`src/ash_pkg.sv`:
```
// Shared constants, command/status types and binning functions for the histogram unit.
package ash_pkg;

    localparam int NBINS = 11;
    localparam int BIN_W = 4;
    localparam int MODE_W = 2;

    localparam logic [MODE_W-1:0] MODE_LIN   = 2'd0;
    localparam logic [MODE_W-1:0] MODE_LOG2  = 2'd1;
    localparam logic [MODE_W-1:0] MODE_LOG10 = 2'd2;

    localparam logic [BIN_W-1:0] BIN_LAST = 4'd10;

    localparam logic [31:0] POW10 [10] = '{
        32'd1, 32'd10, 32'd100, 32'd1000, 32'd10000, 32'd100000,
        32'd1000000, 32'd10000000, 32'd100000000, 32'd1000000000
    };

    localparam logic [31:0] LOG_MAX_MIN   = 32'd16;
    localparam logic [31:0] LOG10_MAX_MIN = 32'd1000000;
    localparam logic [9:0]  LOG10_MEAN    = 10'd1000;

    typedef struct packed {
        logic             load;
        logic             mul;
        logic             test;
        logic             sweep;
        logic             copy;
        logic             binup;
        logic             respond;
        logic [BIN_W-1:0] step;
    } cmd_t;

    typedef struct packed {
        logic in_acc;
        logic rescale;
        logic out_busy;
    } status_t;

    // Bin of a value under the given scale, capped at the last bin.
    function automatic logic [BIN_W-1:0] val_to_bin(logic [MODE_W-1:0] mode, logic [31:0] v);
        logic [31:0]      vm1;
        logic [BIN_W-1:0] b;
        vm1 = v - 32'd1;
        b = BIN_LAST;
        if (v <= 32'd1) begin
            b = v[BIN_W-1:0];
        end else if (mode == MODE_LOG10) begin
            for (int k = 9; k >= 0; k--) begin
                if (v <= POW10[k]) begin
                    b = BIN_W'(k);
                end
            end
        end else if (mode == MODE_LOG2) begin
            if (vm1[31:10] == 22'd0) begin
                b = '0;
                for (int i = 0; i < 10; i++) begin
                    if (vm1[i]) begin
                        b = BIN_W'(i + 1);
                    end
                end
            end
        end else begin
            if (v <= 32'(BIN_LAST)) begin
                b = v[BIN_W-1:0];
            end
        end
        return b;
    endfunction

    // Lower label of a bin under the given scale.
    function automatic logic [31:0] bin_to_val(logic [MODE_W-1:0] mode, logic [BIN_W-1:0] b);
        logic [BIN_W-1:0] bm1;
        logic [31:0]      v;
        bm1 = b - 4'd1;
        if (b <= 4'd1 || mode == MODE_LIN) begin
            v = 32'(b);
        end else if (mode == MODE_LOG2) begin
            v = 32'd1 << bm1;
        end else begin
            v = POW10[(bm1 > 4'd9) ? 4'd9 : bm1];
        end
        return v;
    endfunction

endpackage

```
`src/ash_ctrl.sv`:
```
// Sequencer for the histogram unit: steps each word through update, test, rebin and reply as needed.
module ash_ctrl
    import ash_pkg::*;
(
    input  logic    clk,
    input  logic    rst_n,
    input  logic    in_valid,
    output logic    in_stall,
    output cmd_t    cmd,
    input  status_t status
);

    localparam logic [2:0] ST_IDLE  = 3'd0;
    localparam logic [2:0] ST_MUL   = 3'd1;
    localparam logic [2:0] ST_TEST  = 3'd2;
    localparam logic [2:0] ST_SWEEP = 3'd3;
    localparam logic [2:0] ST_COPY  = 3'd4;
    localparam logic [2:0] ST_BINUP = 3'd5;
    localparam logic [2:0] ST_RESP  = 3'd6;

    logic [2:0]       state_reg, state_next;
    logic [BIN_W-1:0] step_reg, step_next;

    always_comb
    begin
        state_next = state_reg;
        step_next  = step_reg;
        cmd        = '0;
        cmd.step   = step_reg;
        in_stall   = (state_reg != ST_IDLE);
        unique case (state_reg)
            ST_IDLE:
            begin
                if (in_valid) begin
                    cmd.load   = 1'b1;
                    state_next = status.in_acc ? ST_MUL : ST_BINUP;
                end
            end
            ST_MUL:
            begin
                cmd.mul    = 1'b1;
                state_next = ST_TEST;
            end
            ST_TEST:
            begin
                cmd.test  = 1'b1;
                step_next = '0;
                state_next = status.rescale ? ST_SWEEP : ST_BINUP;
            end
            ST_SWEEP:
            begin
                cmd.sweep = 1'b1;
                step_next = step_reg + 4'd1;
                if (step_reg == BIN_LAST) begin
                    state_next = ST_COPY;
                end
            end
            ST_COPY:
            begin
                cmd.copy   = 1'b1;
                state_next = ST_BINUP;
            end
            ST_BINUP:
            begin
                cmd.binup  = 1'b1;
                state_next = ST_RESP;
            end
            ST_RESP:
            begin
                // hold until the output register is free
                if (!status.out_busy) begin
                    cmd.respond = 1'b1;
                    state_next  = ST_IDLE;
                end
            end
            default:
            begin
                state_next = ST_IDLE;
            end
        endcase
    end

    always_ff @(posedge clk or negedge rst_n)
    begin
        if (!rst_n) begin
            state_reg <= ST_IDLE;
            step_reg  <= '0;
        end else begin
            state_reg <= state_next;
            step_reg  <= step_next;
        end
    end

endmodule

```
`config.mk`:
```
export PLATFORM = sky130hd
export DESIGN_NAME = ash_ctrl
export DESIGN_NICKNAME = d
export VERILOG_FILES = /design/src/ash_pkg.sv /design/src/ash_ctrl.sv
export SDC_FILE = /design/constraint.sdc
export NUM_CORES = 1
export LEC_CHECK = 0
export BUFFER_PORTS_ARGS = -buffer_cell sky130_fd_sc_hd__buf_4
export CORE_AREA = 2 2 39 41
export CTS_CLUSTER_DIAMETER = 200
export DETAILED_ROUTE_END_ITERATION = 10
export DIE_AREA = 0 0 41 43
export SLEW_MARGIN = 40
export SYNTH_ARGS = -nofsm -noshare
export SYNTH_HDL_FRONTEND = slang
export SYNTH_SLANG_ARGS = --single-unit
```
`constraint.sdc`:
```
create_clock -name clk -period 1.6 [get_ports clk]
set_input_delay 0.32 -clock clk [delete_from_list [all_inputs] [get_ports clk]]
set_output_delay 0.32 -clock clk [all_outputs]
set_load 0.05 [all_outputs]
```
# == After elaboration in Yosys (flattened, before gate mapping) ==
# Cells that the tools add are included.
# word_totals
regBits,7
in_bits,6
elab_cells,33
# classes
n_reduce_logical,4
n_addsub,1
eq_ne,10
muxes,16
# ops
cell,n
$pmux W3 S7,1
$mux W3,5
$eq A3 B3 Y1 const B,3
$mux W1,9
$pmux W4 S2,1
$eq A3 B2 Y1 const B,2
$ne A2 B2 Y1 const B,3
$add A4 B1 Y4 const B,1
$eq A4 B4 Y1 const B,1
$eq A3 B1 Y1 const B,1
$logic_not A3 Y1,1
$reduce_and A3 Y1,1
$reduce_bool A3 Y1,1
$reduce_bool A2 Y1,1

# == Logic depth before layout (Yosys ltp) ==
# logic_depth
depth_word,3
ltp_mapped,5
mapped_depth_nobuf,5

# == Worst setup path before layout ==
# Ideal clock, no wire load.
# synth_path
path_type,register to output
from,register state_reg[0]
to,output cmd[4] (netlist bit)
arrival_time_ns,2.263
n_path_buf,1
stages_incl_launch_ff,3
slack_ns,-0.983
cell_sequence,dfrtp_1 buf_1 nor4b_1
# synth_lines
item,line_no,rtl
"start, declared",ash_ctrl.sv:21,"logic [2:0] state_reg, state_next;"
"start signal, assigned",ash_ctrl.sv:89,state_reg <= state_next;
"end, declared",ash_ctrl.sv:9,"output cmd_t cmd,"

==> implementation parameters <==
Parameter                              Value

STA
  Number of failing hold endpoints at the final stage ... 0
  Part of the cycle the worst path needs ... 101.5%
  Final setup violation count ... 1
  Worst slew margin ... 77.46%
  Shortest clock period the worst path allows after layout ... 1.623 ns
  Max Clk Rate ... 616.0 MHz
  Slew Viols, Final ... 0
  Slack of the critical path ... -0.02327 ns
  Final setup skew ... 0.001345 ns
  RSZ-0062 raised after global routing ... yes
  Pin slew with the least headroom to its limit ... 0.3346 ns
  Setup Total Neg Slack ... -0.02327 ns

Worst setup path
  CP Capture Type ... output port
  Crit path launch ... state_reg[0]
  Setup crit start kind ... register
  Setup slack of the most critical reg-to-reg path ... 0.22 ns
  Worst reg2reg endpoint ... state_reg[2]
  Cell count of the worst reg-to-reg path ... 4
  Data arrival, critical path ... 1.30 ns
  Endpoint of the worst setup timing path ... cmd[10]
  Worst setup path class ... register to output port
  Required time at the worst-slack endpoint ... 1.28 ns
  Launch point of the worst reg-to-reg path ... state_reg[2]
  Max Fanout on Critical Path ... 3

Logic synthesis
  Top-area cell type share of the netlist area ... 37.33%
  Mapped Nets ... 60
  Most frequently used flop master after synthesis ... sky130_fd_sc_hd__dfrtp_1
  Syn_area_per_cell ... 9.023 um^2
  Share of the yosys chip area belonging to registers ... 37.33%
  Cell accounting for the most synthesized area ... sky130_fd_sc_hd__dfrtp_1
  Seq cells post-synth ... 7
  Leading cell types by total area after synthesis ... sky130_fd_sc_hd__dfrtp_1 37%, sky130_fd_sc_hd__mux2_2 7.2%, sky130_fd_sc_hd__nand2b_1 6.7%
  Ys async rst share ... 100.0%
  Instance count of the mapped netlist ... 52
  Top post-synthesis cells by count ... 7 x sky130_fd_sc_hd__dfrtp_1, 5 x sky130_fd_sc_hd__nand2b_1, 5 x sky130_fd_sc_hd__nor2_1
  Post-synth EDFFs ... 0
  Most repeated cell in the gate-level netlist after synthesis ... sky130_fd_sc_hd__dfrtp_1
  Yosys Warn Count ... 0
  Number of distinct library cells after synthesis ... 24
  Post-synthesis cell area ... 469.2 um^2

Final layout
  Count of nets after finishing ... 89
  Max reg flops ... 4
  Fraction of layout instances using a drive strength above 1 ... 52.50%
  Sequential cell area ... 176.4 um^2
  Final antenna diode count ... 0
  Area of combinational cells with multiple inputs ... 301.5 um^2
  Syn-to-layout area delta ... 66.67%
  Fill cell instance count of the final layout ... 122
  Final Util ... 56.51%

Place
  Placer's final routability congestion estimate ... 0.7626
  Post-detail-place hpwl ... 792.5 um
  PortBufs ... 17

Clocking
  Count of H-tree levels built during CTS ... 1
  Clock-pin slew on the worst setup and hold paths ... 0.05 ns
  Clock tree buffer depth ... 2
  Clock net sink count ... 7
  CTS Root Cell ... sky130_fd_sc_hd__clkbuf_4
  Clock network latency to the later pin of the worst-skew pair ... 0.25 ns
  Clock buffer count from CTS ... 3
  TritonCTS clock tree ... done

Routing
  Post-Route WL ... 1236 um
  Vias after detailed routing ... 484
  Final routed DRC violation total ... 0
  DR vias/cell ... 5.042
  Number of iterations in the first detailed-routing pass ... 4
  Number of nets still failing antenna checks after routing ... 0
  DR iter-0 viols ... 11
  Average wire per cell in the routed design ... 12.88 um

Global routing
  Largest net degree at the start of global routing ... 12
  Overflow after GRT ... 0
  Global-route total usage across every layer ... 16.30%
  Wire length of the first global-routing pass ... 1952 um
  Initial antenna violation count ... 0
  Number of global-route vias before repair ... 460

Floorplan
  Die extent in y ... 43 um
  Effective utilization at floorplan ... 33.91%
  Full die area ... 1763 um^2
  Number of primary I/O pins ... 18
  Placement Rows ... 14
  Total core area ... 1384 um^2
  Die width ... 41 um

Run status
  Run status ... finished with violations
  Violated checks ... negative setup slack

Worst hold path
  Worst hold-check path type ... primary input to register

Run
  Number of maximum-capacitance violations ... 0
worst min path at each step:
stage,start,to,slack (ns),depth (start not counted)
after floorplan,rst_n,state_reg[0],0.02,0
after CTS,in_valid,state_reg[0],0.31,3
after global placement,rst_n,step_reg[1],0.14,1
after detailed placement,rst_n,step_reg[1],0.14,1
final,in_valid,state_reg[0],0.31,3
after global routing,in_valid,state_reg[0],0.32,3
cells in the final DEF (no fill, tap or decap), drive strengths merged, types with 2 or more instances in the layout:
| cell | netlist | layout |
|---|---|---|
| buf | 3 | 26 |
| dfrtp | 7 | 7 |
| nand2b | 5 | 5 |
| nor2 | 5 | 5 |
| inv | 4 | 4 |
| nand2 | 4 | 4 |
| o21ai | 4 | 4 |
| clkbuf | 0 | 4 |
| mux2 | 3 | 3 |
| nand3 | 2 | 2 |
| a22o | 2 | 2 |
| ha | 2 | 2 |
critical path: stages, from the launching register on:
cell and delay [ns]:
sky130_fd_sc_hd__dfrtp_1 0.40, sky130_fd_sc_hd__or3_4 0.40, sky130_fd_sc_hd__nor2_4 0.10, sky130_fd_sc_hd__buf_8 0.15
what timing repair did:
action                     in CTS  in global routing
pin swaps                       1                  0
hold endpoints to repair        7                  0
gates resized for setup         6                  8
setup endpoints to repair       6                  5
hold buffers                    1                  0
setup buffers                   3                  1
kinds of logic (layout without fill, tap and decap cells):
logic type | after synthesis | in the layout | synth area share (%)
DFF | 7 | 7 | 37.33
buffers and inverters | 7 | 35 | 7.464
and+or+nand+nor | 22 | 22 | 26.40
muxes | 3 | 3 | 7.199
adders and majority gates | 2 | 2 | 5.332
AOI/OAI and AO/OA | 11 | 11 | 16.27
layer usage:
metal / wire length [um] / part of all wire [%] / vias to the layer above / GRT usage, %
met5: 0 / 0 / - / 0
met4: 22 / 1.8 / 0 / 5.333
met3: 59 / 4.8 / 2 / 8.377
met2: 606 / 49 / 23 / 21.25
met1: 549 / 44 / 224 / 22.65
li1: - / - / 235 / -
final cells by class:
type	instances	area share (%)
Sequential cell	7	22.56
Inverter	4	1.920
Tap cell	16	2.560
Timing Repair Buffer	27	31.04
Clock buffer	4	3.360
Multi-Input combinational cell	38	38.56
per-stage QoR:
stage          instance area, um^2  std cells  hold WS [ns]  worst slack [ns]
6_report                     782.0         96        0.3110          -0.02327
5_1_grt                      782.0         96        0.3152          -0.08492
4_1_cts                      740.7         95        0.3114          -0.02790
3_5_place_dp                 658.1         87        0.1368            0.1462
3_3_place_gp                 658.1         87        0.1378            0.1741
2_1_floorplan                493.0         52       0.02441           -0.3036
Power is left out: the tool's default activity adds up to more than one toggle a clock period on the data nets, which glitch-free logic cannot reach.
